$ cat src/rtl/wpd_pkg.sv
// Package: shared types, codes and sample conversion for the WAV decoder.
package wpd_pkg;

    localparam int MAX_CHANNELS_DEF = 8;

    typedef struct packed {
        logic [7:0] byte_in;
        logic       end_of_file;
    } wpd_in_t;

    typedef struct packed {
        logic signed [31:0] mono_sample;
        logic [31:0]        rate_hz;
        logic [3:0]         error_code;
        logic               is_status;
        logic               last_result;
    } wpd_out_t;

    // Work handed from the parser to the averaging back end.
    typedef struct packed {
        logic               frame_done;
        logic               is_status;
        logic signed [39:0] sum;
        logic [6:0]         divisor;
        logic [31:0]        rate;
        logic [3:0]         code;
    } wpd_job_t;

    typedef enum logic [3:0] {
        PH_RIFF_TAG, PH_RIFF_SIZE, PH_WAVE_TAG, PH_CHUNK_ID, PH_CHUNK_SIZE,
        PH_SKIP, PH_FMT, PH_DATA, PH_PAD, PH_HALT
    } phase_t;

    typedef enum logic [1:0] {DIV_IDLE, DIV_RUN, DIV_OUT} div_state_t;

    localparam logic [3:0] ERR_OK = 4'd0, ERR_NOT_RIFF = 4'd1, ERR_NOT_WAVE = 4'd2,
        ERR_FMT_SMALL = 4'd3, ERR_NO_DATA = 4'd4, ERR_NO_FMT = 4'd5,
        ERR_BAD_ALIGN = 4'd6, ERR_UNSUPPORTED = 4'd7, ERR_TOO_SMALL = 4'd8;

    localparam logic [31:0] TAG_RIFF = 32'h46464952, TAG_WAVE = 32'h45564157,
        TAG_FMT = 32'h20746d66, TAG_DATA = 32'h61746164;

    localparam logic [15:0] FMT_PCM = 16'd1, FMT_FLOAT = 16'd3;

    // Convert an IEEE float32 word to Q1.31 with saturation.
    function automatic logic [31:0] float_to_q31(input logic [31:0] w);
        logic [7:0]  e;
        logic [23:0] m;
        logic [31:0] mag;
        logic [31:0] r;
        e = w[30:23];
        m = {1'b1, w[22:0]};
        mag = '0;
        if (e == 8'hff) begin
            if (w[22:0] != '0) r = '0;
            else r = w[31] ? 32'h80000000 : 32'h7fffffff;
        end else if (e == 8'h00) begin
            r = '0;
        end else if (e >= 8'd127) begin
            r = w[31] ? 32'h80000000 : 32'h7fffffff;
        end else begin
            if (e >= 8'd119) mag = {8'd0, m} << (e - 8'd119);
            else if (e > 8'd87) mag = {8'd0, m} >> (8'd119 - e);
            else mag = '0;
            r = w[31] ? (32'd0 - mag) : mag;
        end
        return r;
    endfunction

endpackage

$ cat src/rtl/wpd_front.sv
// Front end: walks the RIFF chunks, captures fmt, assembles and sums samples.
module wpd_front import wpd_pkg::*; #(
    parameter int MAX_CHANNELS = MAX_CHANNELS_DEF
) (
    input  logic     aclk,
    input  logic     aresetn,
    input  logic     in_valid,
    output logic     in_ready,
    input  wpd_in_t  in_item,
    output logic     job_valid,
    input  logic     job_ready,
    output wpd_job_t job
);

    phase_t             phase_reg, phase_next;
    logic [5:0]         pos_reg, pos_next;
    logic [31:0]        tag_reg, tag_next;
    logic [32:0]        rem_reg, rem_next;
    logic [15:0]        fmt_reg, fmt_next, chan_reg, chan_next, bps_reg, bps_next;
    logic [31:0]        rate_reg, rate_next, asm_reg, asm_next;
    logic [1:0]         idx_reg, idx_next;
    logic [15:0]        fci_reg, fci_next;
    logic signed [39:0] acc_reg, acc_next;
    logic [3:0]         err_reg, err_next;
    logic               sfmt_reg, sfmt_next, sdata_reg, sdata_next;
    logic               jv_reg, jv_next;
    wpd_job_t           job_reg, job_next;

    logic        fire;
    logic [7:0]  b;
    logic [31:0] sz, shifted, word, q;
    logic [31:0] low;
    logic [2:0]  nb;
    logic signed [39:0] dec, sum;
    logic        fdone;
    logic [3:0]  code;
    logic        fmt_ok;
    logic [4:0]  off;

    assign in_ready  = !jv_reg || job_ready;
    assign fire      = in_valid && in_ready;
    assign job_valid = jv_reg;
    assign job       = job_reg;

    always_ff @(posedge aclk) begin
        if (!aresetn) begin
            phase_reg <= PH_RIFF_TAG; pos_reg <= '0; tag_reg <= '0; rem_reg <= '0;
            fmt_reg <= '0; chan_reg <= '0; bps_reg <= '0; rate_reg <= '0;
            asm_reg <= '0; idx_reg <= '0; fci_reg <= '0; acc_reg <= '0;
            err_reg <= '0; sfmt_reg <= 1'b0; sdata_reg <= 1'b0; jv_reg <= 1'b0;
        end else begin
            phase_reg <= phase_next; pos_reg <= pos_next; tag_reg <= tag_next;
            rem_reg <= rem_next; fmt_reg <= fmt_next; chan_reg <= chan_next;
            bps_reg <= bps_next; rate_reg <= rate_next; asm_reg <= asm_next;
            idx_reg <= idx_next; fci_reg <= fci_next; acc_reg <= acc_next;
            err_reg <= err_next; sfmt_reg <= sfmt_next; sdata_reg <= sdata_next;
            jv_reg <= jv_next;
        end
        job_reg <= job_next;
    end

    always_comb begin
        phase_next = phase_reg; pos_next = pos_reg; tag_next = tag_reg;
        rem_next = rem_reg; fmt_next = fmt_reg; chan_next = chan_reg;
        bps_next = bps_reg; rate_next = rate_reg; asm_next = asm_reg;
        idx_next = idx_reg; fci_next = fci_reg; acc_next = acc_reg;
        err_next = err_reg; sfmt_next = sfmt_reg; sdata_next = sdata_reg;
        jv_next = jv_reg && !job_ready;
        job_next = job_reg;
        b = in_item.byte_in;
        fdone = 1'b0;
        shifted = {b, tag_reg[31:8]};
        sz = {b, rem_reg[23:0]};
        low = rem_reg[31:0] - 32'd1;
        nb = bps_reg[5:3];
        word = asm_reg | ({24'd0, b} << {idx_reg, 3'b000});
        q = float_to_q31(word);
        sum = acc_reg;
        dec = '0;
        code = ERR_OK;
        off = tag_reg[4:0];
        fmt_ok = (chan_reg <= 16'(MAX_CHANNELS)) &&
                 ((fmt_reg == FMT_FLOAT && bps_reg == 16'd32) ||
                  (fmt_reg == FMT_PCM && (bps_reg == 16'd8 || bps_reg == 16'd16 ||
                   bps_reg == 16'd24 || bps_reg == 16'd32)));
        if (fire) begin
            if (pos_reg < 6'd44) pos_next = pos_reg + 6'd1;
            case (phase_reg)
                PH_RIFF_TAG, PH_WAVE_TAG, PH_CHUNK_ID: begin
                    tag_next = shifted;
                    idx_next = idx_reg + 2'd1;
                    if (idx_reg == 2'd3) begin
                        if (phase_reg == PH_RIFF_TAG) begin
                            if (shifted != TAG_RIFF) begin
                                err_next = ERR_NOT_RIFF; phase_next = PH_HALT;
                            end else phase_next = PH_RIFF_SIZE;
                        end else if (phase_reg == PH_WAVE_TAG) begin
                            if (shifted != TAG_WAVE) begin
                                err_next = ERR_NOT_WAVE; phase_next = PH_HALT;
                            end else begin
                                phase_next = PH_CHUNK_ID; tag_next = '0;
                            end
                        end else begin
                            rem_next = '0; phase_next = PH_CHUNK_SIZE;
                        end
                    end
                end
                PH_RIFF_SIZE: begin
                    idx_next = idx_reg + 2'd1;
                    if (idx_reg == 2'd3) begin
                        phase_next = PH_WAVE_TAG; tag_next = '0;
                    end
                end
                PH_CHUNK_SIZE: begin
                    rem_next = rem_reg | ({25'd0, b} << {idx_reg, 3'b000});
                    idx_next = idx_reg + 2'd1;
                    if (idx_reg == 2'd3) begin
                        // Start the chunk body.
                        rem_next = {sz[0], sz};
                        idx_next = '0;
                        phase_next = PH_SKIP;
                        if (tag_reg == TAG_FMT) begin
                            if (sz < 32'd16) begin
                                err_next = ERR_FMT_SMALL; phase_next = PH_HALT;
                            end else begin
                                fmt_next = '0; chan_next = '0; bps_next = '0;
                                rate_next = '0; sfmt_next = 1'b1; tag_next = '0;
                                phase_next = PH_FMT;
                            end
                        end else if (tag_reg == TAG_DATA && !sdata_reg) begin
                            sdata_next = 1'b1;
                            if (!sfmt_reg || chan_reg == '0) begin
                                err_next = ERR_NO_FMT; phase_next = PH_HALT;
                            end else if (bps_reg < 16'd8) begin
                                err_next = ERR_BAD_ALIGN; phase_next = PH_HALT;
                            end else if (!fmt_ok) begin
                                err_next = ERR_UNSUPPORTED; phase_next = PH_HALT;
                            end else begin
                                asm_next = '0; fci_next = '0; acc_next = '0;
                                phase_next = PH_DATA;
                            end
                        end
                        if (sz == '0 && phase_next != PH_HALT) begin
                            phase_next = PH_CHUNK_ID; tag_next = '0;
                        end
                    end
                end
                PH_SKIP, PH_FMT, PH_DATA: begin
                    if (phase_reg == PH_FMT && tag_reg < 32'd16) begin
                        if (off < 5'd2) fmt_next = fmt_reg | (16'(b) << {off[0], 3'b000});
                        else if (off < 5'd4)
                            chan_next = chan_reg | (16'(b) << {off[0], 3'b000});
                        else if (off < 5'd8)
                            rate_next = rate_reg | (32'(b) << {off[1:0], 3'b000});
                        else if (off >= 5'd14)
                            bps_next = bps_reg | (16'(b) << {off[0], 3'b000});
                        tag_next = tag_reg + 32'd1;
                    end
                    if (phase_reg == PH_DATA) begin
                        asm_next = word;
                        if ({1'b0, idx_reg} + 3'd1 >= nb) begin
                            if (fmt_reg == FMT_FLOAT) dec = 40'(signed'(q));
                            else begin
                                case (bps_reg)
                                    16'd8: dec = 40'(signed'({word[7:0] ^ 8'h80, 24'd0}));
                                    16'd16: dec = 40'(signed'({word[15:0], 16'd0}));
                                    16'd24: dec = 40'(signed'({word[23:0], 8'd0}));
                                    default: dec = 40'(signed'(word));
                                endcase
                            end
                            sum = acc_reg + dec;
                            acc_next = sum;
                            asm_next = '0; idx_next = '0;
                            fci_next = fci_reg + 16'd1;
                            if (fci_reg + 16'd1 >= chan_reg) begin
                                acc_next = '0; fci_next = '0; fdone = 1'b1;
                            end
                        end else idx_next = idx_reg + 2'd1;
                    end
                    // Count down the body and step to pad or next header.
                    rem_next = {rem_reg[32], low};
                    if (low == '0) begin
                        if (rem_reg[32]) begin
                            phase_next = PH_PAD; rem_next = '0;
                        end else begin
                            phase_next = PH_CHUNK_ID; idx_next = '0; tag_next = '0;
                        end
                    end
                end
                PH_PAD: begin
                    phase_next = PH_CHUNK_ID; idx_next = '0; tag_next = '0;
                end
                default: ;
            endcase
            if (pos_reg + 6'd1 < 6'd44) code = ERR_TOO_SMALL;
            else if (err_next != ERR_OK) code = err_next;
            else if (!sdata_next) code = ERR_NO_DATA;
            // Queue a job for the back end.
            if (in_item.end_of_file || fdone) begin
                jv_next = 1'b1;
                job_next.frame_done = fdone && (!in_item.end_of_file || code == ERR_OK);
                job_next.is_status = in_item.end_of_file;
                job_next.sum = sum;
                job_next.divisor = chan_reg[6:0];
                job_next.rate = rate_next;
                job_next.code = in_item.end_of_file ? code : ERR_OK;
            end
            if (in_item.end_of_file) begin
                phase_next = PH_RIFF_TAG; pos_next = '0; tag_next = '0; rem_next = '0;
                fmt_next = '0; chan_next = '0; bps_next = '0; rate_next = '0;
                asm_next = '0; idx_next = '0; fci_next = '0; acc_next = '0;
                err_next = '0; sfmt_next = 1'b0; sdata_next = 1'b0;
            end
        end
    end

endmodule

$ cat src/rtl/wpd_back.sv
// Back end: divides a frame sum by the channel count, or passes a status job through, and registers the result.
module wpd_back import wpd_pkg::*; (
    input  logic     aclk,
    input  logic     aresetn,
    input  logic     job_valid,
    output logic     job_ready,
    input  wpd_job_t job,
    output logic     out_valid,
    input  logic     out_ready,
    output wpd_out_t out_item
);

    div_state_t  state_reg, state_next;
    logic [39:0] quo_reg, quo_next;
    logic [6:0]  rmd_reg, rmd_next;
    logic [6:0]  den_reg, den_next;
    logic [5:0]  cnt_reg, cnt_next;
    logic        neg_reg, neg_next;
    wpd_out_t    res_reg, res_next;
    logic [7:0]  trial;
    logic [39:0] mag;
    logic [39:0] qs;

    assign job_ready = (state_reg == DIV_IDLE);
    assign out_valid = (state_reg == DIV_OUT);
    assign out_item  = res_reg;

    always_ff @(posedge aclk) begin
        if (!aresetn) begin
            state_reg <= DIV_IDLE; cnt_reg <= '0;
        end else begin
            state_reg <= state_next; cnt_reg <= cnt_next;
        end
        quo_reg <= quo_next; rmd_reg <= rmd_next; den_reg <= den_next;
        neg_reg <= neg_next; res_reg <= res_next;
    end

    // Restoring division, one quotient bit per cycle on the magnitude.
    always_comb begin
        state_next = state_reg; cnt_next = cnt_reg; quo_next = quo_reg;
        rmd_next = rmd_reg; den_next = den_reg; neg_next = neg_reg;
        res_next = res_reg;
        mag = job.sum[39] ? (40'd0 - job.sum) : job.sum;
        trial = {rmd_reg, quo_reg[39]};
        qs = '0;
        case (state_reg)
            DIV_IDLE: begin
                if (job_valid) begin
                    res_next.mono_sample = '0;
                    res_next.rate_hz = job.rate;
                    res_next.error_code = job.code;
                    res_next.is_status = job.is_status;
                    res_next.last_result = job.is_status;
                    quo_next = mag; rmd_next = '0; den_next = job.divisor;
                    neg_next = job.sum[39]; cnt_next = '0;
                    state_next = job.frame_done ? DIV_RUN : DIV_OUT;
                end
            end
            DIV_RUN: begin
                if (trial >= {1'b0, den_reg}) begin
                    rmd_next = 7'(trial - {1'b0, den_reg});
                    quo_next = {quo_reg[38:0], 1'b1};
                end else begin
                    rmd_next = trial[6:0];
                    quo_next = {quo_reg[38:0], 1'b0};
                end
                cnt_next = cnt_reg + 6'd1;
                // Apply the sign once the last quotient bit is in
                qs = neg_reg ? (40'd0 - quo_next) : quo_next;
                if (cnt_reg == 6'd39) begin
                    res_next.mono_sample = qs[31:0];
                    state_next = DIV_OUT;
                end
            end
            DIV_OUT: begin
                if (out_ready) state_next = DIV_IDLE;
            end
            default: state_next = DIV_IDLE;
        endcase
    end

endmodule

$ cat src/rtl/wav_pcm_stream_decoder.sv
// WAV PCM stream decoder: 1 byte per cycle parse, serial-divider averaging per result.
// Bytes are accepted one per cycle until a queued job waits behind a busy back end.
// A frame-completing byte hands a job to the back end, whose serial divider finds
// the quotient bit by bit in DIV_RUN before DIV_OUT; a status without a frame goes
// straight to DIV_OUT. Sync active-low reset restarts at RIFF tag.
module wav_pcm_stream_decoder import wpd_pkg::*; #(
    parameter int MAX_CHANNELS = MAX_CHANNELS_DEF
) (
    input  logic     aclk,
    input  logic     aresetn,
    input  logic     s_valid,
    output logic     s_ready,
    input  wpd_in_t  s_data,
    output logic     m_valid,
    input  logic     m_ready,
    output wpd_out_t m_data
);

    logic     job_valid, job_ready;
    wpd_job_t job;

    wpd_front #(.MAX_CHANNELS(MAX_CHANNELS)) u_front (
        .aclk, .aresetn, .in_valid(s_valid), .in_ready(s_ready), .in_item(s_data),
        .job_valid, .job_ready, .job
    );

    wpd_back u_back (
        .aclk, .aresetn, .job_valid, .job_ready, .job,
        .out_valid(m_valid), .out_ready(m_ready), .out_item(m_data)
    );

endmodule
$ cat config.mk
export PLATFORM = sky130hd
export DESIGN_NAME = wav_pcm_stream_decoder
export DESIGN_NICKNAME = d
export VERILOG_FILES = /design/src/rtl/wpd_pkg.sv /design/src/rtl/wpd_front.sv /design/src/rtl/wpd_back.sv /design/src/rtl/wav_pcm_stream_decoder.sv
export SDC_FILE = /design/constraint.sdc
export NUM_CORES = 2
export LEC_CHECK = 0
export ABC_AREA = 1
export ABC_CLOCK_PERIOD_IN_PS = 15400
export BUFFER_PORTS_ARGS = -buffer_cell sky130_fd_sc_hd__buf_2
export CAP_MARGIN = 25
export CORE_MARGIN = 2
export CORE_UTILIZATION = 40
export CTS_CLUSTER_DIAMETER = 40
export DETAILED_ROUTE_END_ITERATION = 12
export SLEW_MARGIN = 20
export SYNTH_ARGS = -nofsm -noshare
export SYNTH_HDL_FRONTEND = slang
export SYNTH_HIERARCHICAL = 1
export SYNTH_SLANG_ARGS = --single-unit
$ cat constraint.sdc
create_clock -name aclk -period 15.4 [get_ports aclk]
set_clock_uncertainty 0.15 [all_clocks]
set_input_delay 0.77 -clock aclk [delete_from_list [all_inputs] [get_ports aclk]]
set_output_delay 0.77 -clock aclk [all_outputs]
set_load 0.01 [all_outputs]
# --- After elaboration in Yosys (flattened, before gate mapping) ---
# Index checks and enable logic that the tools add are counted.
totals:
  input_bits: 13
  out_inout_bits: 72
  wordCells: 379
  reg_bits: 469
op_classes:
  n_reduce_logical: 61
  magnitude_cmp: 16
  bitwise: 7
  n_mux: 188
  n_addsub: 14
  n_eq_ne: 53
  shifts: 6
ops:
  columns: ["cell", "n"]
  rows:
  - ["$mux 32", 44]
  - ["$mux 40", 21]
  - ["$mux 16", 26]
  - ["$mux 33", 6]
  - ["$pmux 32 s2", 3]
  - ["$pmux 32 s5", 1]
  - ["$pmux 40 s2", 2]
  - ["$mux 4", 37]
  - ["$pmux 16 s2", 4]
  - ["$pmux 40 s3", 1]
  - ["$pmux 33 s3", 1]
  - ["$mux 70", 1]
  - ["$logic_not 32->1", 2]
  - ["$lt 32x5->1 const B", 2]
  - ["$ne 32x31->1 const B", 2]
  - ["$or 32x32->32", 2]
  - ["$shl 8x5->32", 2]
  - ["$sub 1x32->32 const A", 2]
  - ["$or 16x16->16", 3]
  - ["$add 40x40->40", 1]
  - ["$sub 1x40->40 const A", 1]
  - ["$ne 3x2->1 const B", 13]
  - ["$or 33x33->33", 1]
  - ["$shl 8x5->33", 1]
  - ["other kinds (79)", 166]

# --- Depth between registers and ports, before layout ---
logic_depth:
  ltp_word: 25
  ltp_mapped: 51
  depth_no_buf: 47

# --- Hierarchy ---
# Netlist, hierarchy kept.
by_module_without_submodules:
  columns: ["module", "seq_area_each_um2", "area_each_um2", "cells_each", "n_inst"]
  rows:
  - ["wpd_front", 7597.3, 24402.2, 3752, 1]
  - ["wpd_back", 3883.7, 7384.6, 819, 1]

# --- Worst setup path after synthesis ---
# No wires, ideal clock.
synth_timing:
  kind: "flip-flop to flip-flop"
  from: "reg u_front.fci_reg[0]"
  to: "reg u_front.job_reg (netlist bit u_front/job[0]) (enable)"
  setup_time_ps: 648
  n_path_buf: 0
  t_required_ps: 14602
  slack_ps: 5829
  stages_incl_launch_ff: 15
  period_less_slack_ps: 9571
  arrival_time_ps: 8773
  cell_sequence: "dfxtp_1 ha_1 nand2_1 nor3_1 nand3_1 nor2_1 nand3_1 nand3b_1 xor2_1 inv_1 ha_1 nand4_1 o311ai_0 nand2_1 o21ai_0"
synth_between:
  elab_chain_cells: 9
synth_lines:
  columns: ["item", "line", "source"]
  rows:
  - ["from (decl)", "wpd_front.sv:22", "logic [15:0] fci_reg, fci_next;"]
  - ["from (signal assigned)", "wpd_front.sv:55", "idx_reg <= idx_next; fci_reg <= fci_next; acc_reg <= acc_next;"]
  - ["$add 16x1->16", "wpd_front.sv:175", "if (fci_reg + 16'd1 >= chan_reg) begin"]
  - ["$ge 16x16->1", "wpd_front.sv:175", null]
  - ["$mux 1", "wpd_front.sv:175", null]
  - ["$mux 1", "wpd_front.sv:161", "if ({1'b0, idx_reg} + 3'd1 >= nb) begin"]
  - ["$mux 1", "wpd_front.sv:159", "if (phase_reg == PH_DATA) begin"]
  - ["$mux 1", "wpd_front.sv:88", "case (phase_reg)"]
  - ["$mux 1", "wpd_front.sv:86", "if (fire) begin"]
  - ["$logic_or 1x1->1", "wpd_front.sv:199", "if (in_item.end_of_file || fdone) begin"]
  - ["$reduce_and 2->1 (no line)", null, null]
  - ["to (signal assigned)", "wpd_front.sv:59", "job_reg <= job_next;"]
  - ["to (decl)", "wpd_front.sv:27", "wpd_job_t job_reg, job_next;"]
# Every way passes these cells. The select of a mux whose other input is x is not followed.
# A chain may end at the register's enable or synchronous reset.

# --- Worst setup path after layout ---
layout_timing:
  from: "reg u_front.idx_reg[0]"
  to: "reg u_front.job_reg (netlist bit u_front/job[79]), data pin"
layout_between:
  elab_chain_cells: 23
  elab_cells_between_ends: 37
layout_lines:
  columns: ["item", "line", "source"]
  rows:
  - ["from (decl)", "wpd_front.sv:21", "logic [1:0] idx_reg, idx_next;"]
  - ["from (signal assigned)", "wpd_front.sv:55", null]
  - ["$shl 8x5->32", "wpd_front.sv:76", "word = asm_reg | ({24'd0, b} << {idx_reg, 3'b000});"]
  - ["$or 32x32->32", "wpd_front.sv:76", null]
  - ["$sub 7x8->8", "wpd_pkg.sv:63", "else if (e > 8'd87) mag = {8'd0, m} >> (8'd119 - e);"]
  - ["$shr 24x8->32", "wpd_pkg.sv:63", null]
  - ["$mux 32", "wpd_pkg.sv:63", null]
  - ["$mux 32", "wpd_pkg.sv:62", "if (e >= 8'd119) mag = {8'd0, m} << (e - 8'd119);"]
  - ["$mux 32", "wpd_pkg.sv:59", "end else if (e >= 8'd127) begin"]
  - ["$mux 32", "wpd_pkg.sv:57", "end else if (e == 8'h00) begin"]
  - ["(+7 left out)", null, null]
  - ["$mux 40", "wpd_front.sv:161", null]
  - ["$mux 40", "wpd_front.sv:159", null]
  - ["$mux 40", "wpd_front.sv:88", null]
  - ["$mux 40", "wpd_front.sv:86", null]
  - ["$add 40x40->40", "wpd_front.sv:171", "sum = acc_reg + dec;"]
  - ["$mux 40 (*)", "wpd_front.sv:161", null]
  - ["$mux 40 (*)", "wpd_front.sv:159", null]
  - ["$mux 40 (*)", "wpd_front.sv:88", null]
# Mark *: on every way between the ends. The rest lies on a longest branch, timed or not. The select of a mux whose other input is x is not followed.

==> flow_metrics.tcl <==
set metrics [dict create \
    status "completed" \
    r2r_setup_slack_ns 6.08 \
    cts_tree "done" \
    syn_area_per_cell_um2 6.95 \
    p_per_area_mw_per_mm2 103 \
    synth_top_area_share_pct 19.7 \
    gp_congestion 0.961 \
    antenna_found_initial 2 \
    drt-vias-per-instance 5.43 \
    finalInstanceArea_mm2 0.0359 \
    clock_path_buffers 3 \
    placementRows 103 \
    fin_crit_sh_pct 60.5 \
    finalCriticalPeriod_ns 9.32 \
    finalNonFillerCells 5709 \
    cp-startpoint "u_front/idx_reg[0]$_SDFFE_PN0P_" \
    drt-initial-drc-count 2957 \
    crit_path_top_delay_cell "dfxtp_1" \
    cts.htree.levels 3 \
    holdWs_ns 0.248 \
    async_flop_share_pct 0 \
    setup_tns_ns 0 \
    overflow 0 \
    setup_viol 0 \
    cts_resized 0 \
    max_clock_freq_ghz 0.107 \
    largest_reg_flops 85 \
    wl_per_cell_um 17.9 \
    drc 0 \
    antennaDiodeCount 0 \
    numCtsBuffers 79 \
    rsz0062_at_grt "no" \
    start_util_pct 40.3 \
    arrival_ns 9.49 \
    vias 31000 \
    synth_flop_cell "dfxtp_1" \
    ys_ff_latch 469 \
    ys.warnings.count 6 \
    worst_slew_pin_slew_ns 1.06 \
    syn_inst 4571 \
    post-place-cells 5560 \
    antenna_left 0 \
    crit_path_start_kind "register" \
    critical_path_class "reg -> reg" \
    first_pass_iters 7 \
    rr_startpoint "u_front/idx_reg[0]$_SDFFE_PN0P_" \
    pin_count 85 \
    yosysUniqueCellTypes 74 \
    cpPeakStageDelay_ns 0.77 \
    synth_area_mm2 0.0318 \
    synthTopCellsByCount "nand2_1, inv_1, a21oi_1" \
    drv_slew 0 \
    clock_latency_ns 0.62 \
    synth-edff-count 209 \
    die_x_um 286 \
    numPortBuffers 84 \
    layout-drive-gt1-share_pct 10.1 \
    num-fill-cells 8185 \
    area_growth_pct 12.8 \
    critPathMostFrequentCell "nand2_1" \
    synth_top_area_cell "edfxtp_1" \
    hold_viol 0 \
    power.total_mw 3.68 \
    grt_pass1_vias 29300 \
    worstSetupEndpointType "register" \
    syn_nets 4667 \
    setup_ws_ns 6.08 \
    grt_pass1_wl_mm 162 \
    post_cts_buffers 0 \
    dpl_cell_area_mm2 0.0331 \
    ys_top_cells_by_area "edfxtp_1, dfxtp_1, nand2_1" \
    fin_nets 4688 \
    slew_headroom_pct 29.5 \
    grt_start_max_net_pins 83 \
    r2r_end "u_front/job[79]$_DFFE_PP_" \
    clock-sinks 469 \
    ir_drop_v 0.0000709 \
    fin_util_pct 45.5 \
    synth_most_common_cell "nand2_1" \
    cp_max_fo 47 \
    cts_hold_buffers 0 \
    hold_class "reg -> reg" \
    totalWireLength_mm 102 \
    grt_usage_pct 24.6 \
    maxCapViolations 0 \
    cts-root-buf "clkbuf_16" \
    hpwl_mm 75.0 \
    path_clk_slew_ns 0.05 \
    cp.required_ns 15.57 \
    p_leak_nw 15.0 \
    synth-seq-area-share_pct 36.1 \
    pre_cts_slack_ns 6.34 \
    die_y_um 286 \
    coreArea_mm2 0.0789 \
    dieArea_mm2 0.0817 \
    crit_end "u_front/job[79]$_DFFE_PP_" \
    r2r_cells 40 \
]
==> cell families (layout without fill, tap and decap cells) <==
logic type      count (synthesis)  after routing  share of synthesized area [%]
simple gates                 2241           2241                           31.7
compound gates                935            935                           16.3
buf+inv                       708            796                           8.78
flops                         469            469                           36.1
xor+xnor                      117            117                           3.22
fa+ha+maj                      83             83                           3.31
mux                            18             18                          0.567
==> cells in the final DEF (no fill, tap or decap), types with 8 or more instances in the layout <==
cell / n
nand2_2: 35
buf_2: 84
inv_2: 33
a21oi_1: 439
dfxtp_1: 260
clkinv_2: 9
inv_8: 8
o22ai_1: 24
clkinv_4: 9
or2_2: 27
a22oi_1: 14
nand4_1: 81
clkinv_1: 15
o21ai_1: 63
edfxtp_1: 209
clkbuf_1: 8
o21ai_0: 249
nor4_1: 25
o211ai_1: 35
nand2_4: 15
inv_1: 473
o32ai_1: 8
nor2_4: 12
nand3_2: 22
nor2_2: 27
nand3_1: 433
nor3_1: 75
inv_6: 9
mux2i_1: 18
xnor2_1: 26
o31ai_1: 9
clkbuf_16: 81
xor2_1: 91
nor2_1: 391
a31oi_1: 27
nand2_1: 1064
nand3b_1: 9
buf_4: 42
ha_1: 81
==> where the power goes <==
group	switching, mW	internal (mW)	total [mW]	leakage, nW
Clock	0.686	1.09	1.78	1.32
Combinational	0.360	0.132	0.492	9.56
Sequential	0.0378	1.37	1.41	4.09
Total	1.08	2.60	3.68	15.0
==> how the worst min path moves through the flow <==
| stage | start | to | cells past startpoint | slack, ns |
|---|---|---|---|---|
| after floorplan | u_front/job[36]$_DFFE_PP_ | u_back/den_reg[0]$_DFFE_PP_ | 0 | 0.25 |
| after global placement | u_front/job[23]$_DFFE_PP_ | u_back/out_item[25]$_DFFE_PP_ | 0 | 0.25 |
| after detailed placement | u_front/job[42]$_DFFE_PP_ | u_back/den_reg[6]$_DFFE_PP_ | 0 | 0.25 |
| after CTS | u_front/job[41]$_DFFE_PP_ | u_back/den_reg[5]$_DFFE_PP_ | 0 | 0.25 |
| after global routing | u_front/job[41]$_DFFE_PP_ | u_back/den_reg[5]$_DFFE_PP_ | 0 | 0.26 |
| final | u_front/job[41]$_DFFE_PP_ | u_back/den_reg[5]$_DFFE_PP_ | 0 | 0.25 |
==> cell type report <==
cell class	instances	area, µm²	area share [%]
sequential	469	11500	32.0
inverter	519	1950	5.44
clock buffer	92	2100	5.85
tap	1050	1310	3.66
multi-input combinational	3394	17600	49.0
clock inverter	56	636	1.77
timing repair buffer	129	811	2.26
==> layer usage <==
layer | vias up | global-route usage, % | share of wire [%]
li1 | 15400 | - | -
met1 | 14200 | 33.3 | 45
met2 | 1105 | 39.4 | 45
met3 | 216 | 3.93 | 7.1
met4 | 4 | 9.25 | 3.3
met5 | - | 0 | 0.030
==> critical path: cells and delay by family, from the launching register on <==
| family | cells | cell delay [ns] |
|---|---|---|
| AOI/OAI and AO/OA | 14 | 2.68 |
| buffers and inverters | 7 | 2.61 |
| and+or+nand+nor | 17 | 2.19 |
| DFF | 1 | 0.77 |
| adders and majority gates | 1 | 0.36 |
| xor gates and xnor gates | 1 | 0.20 |
Note: power is estimated with default switching activity, not from simulation.
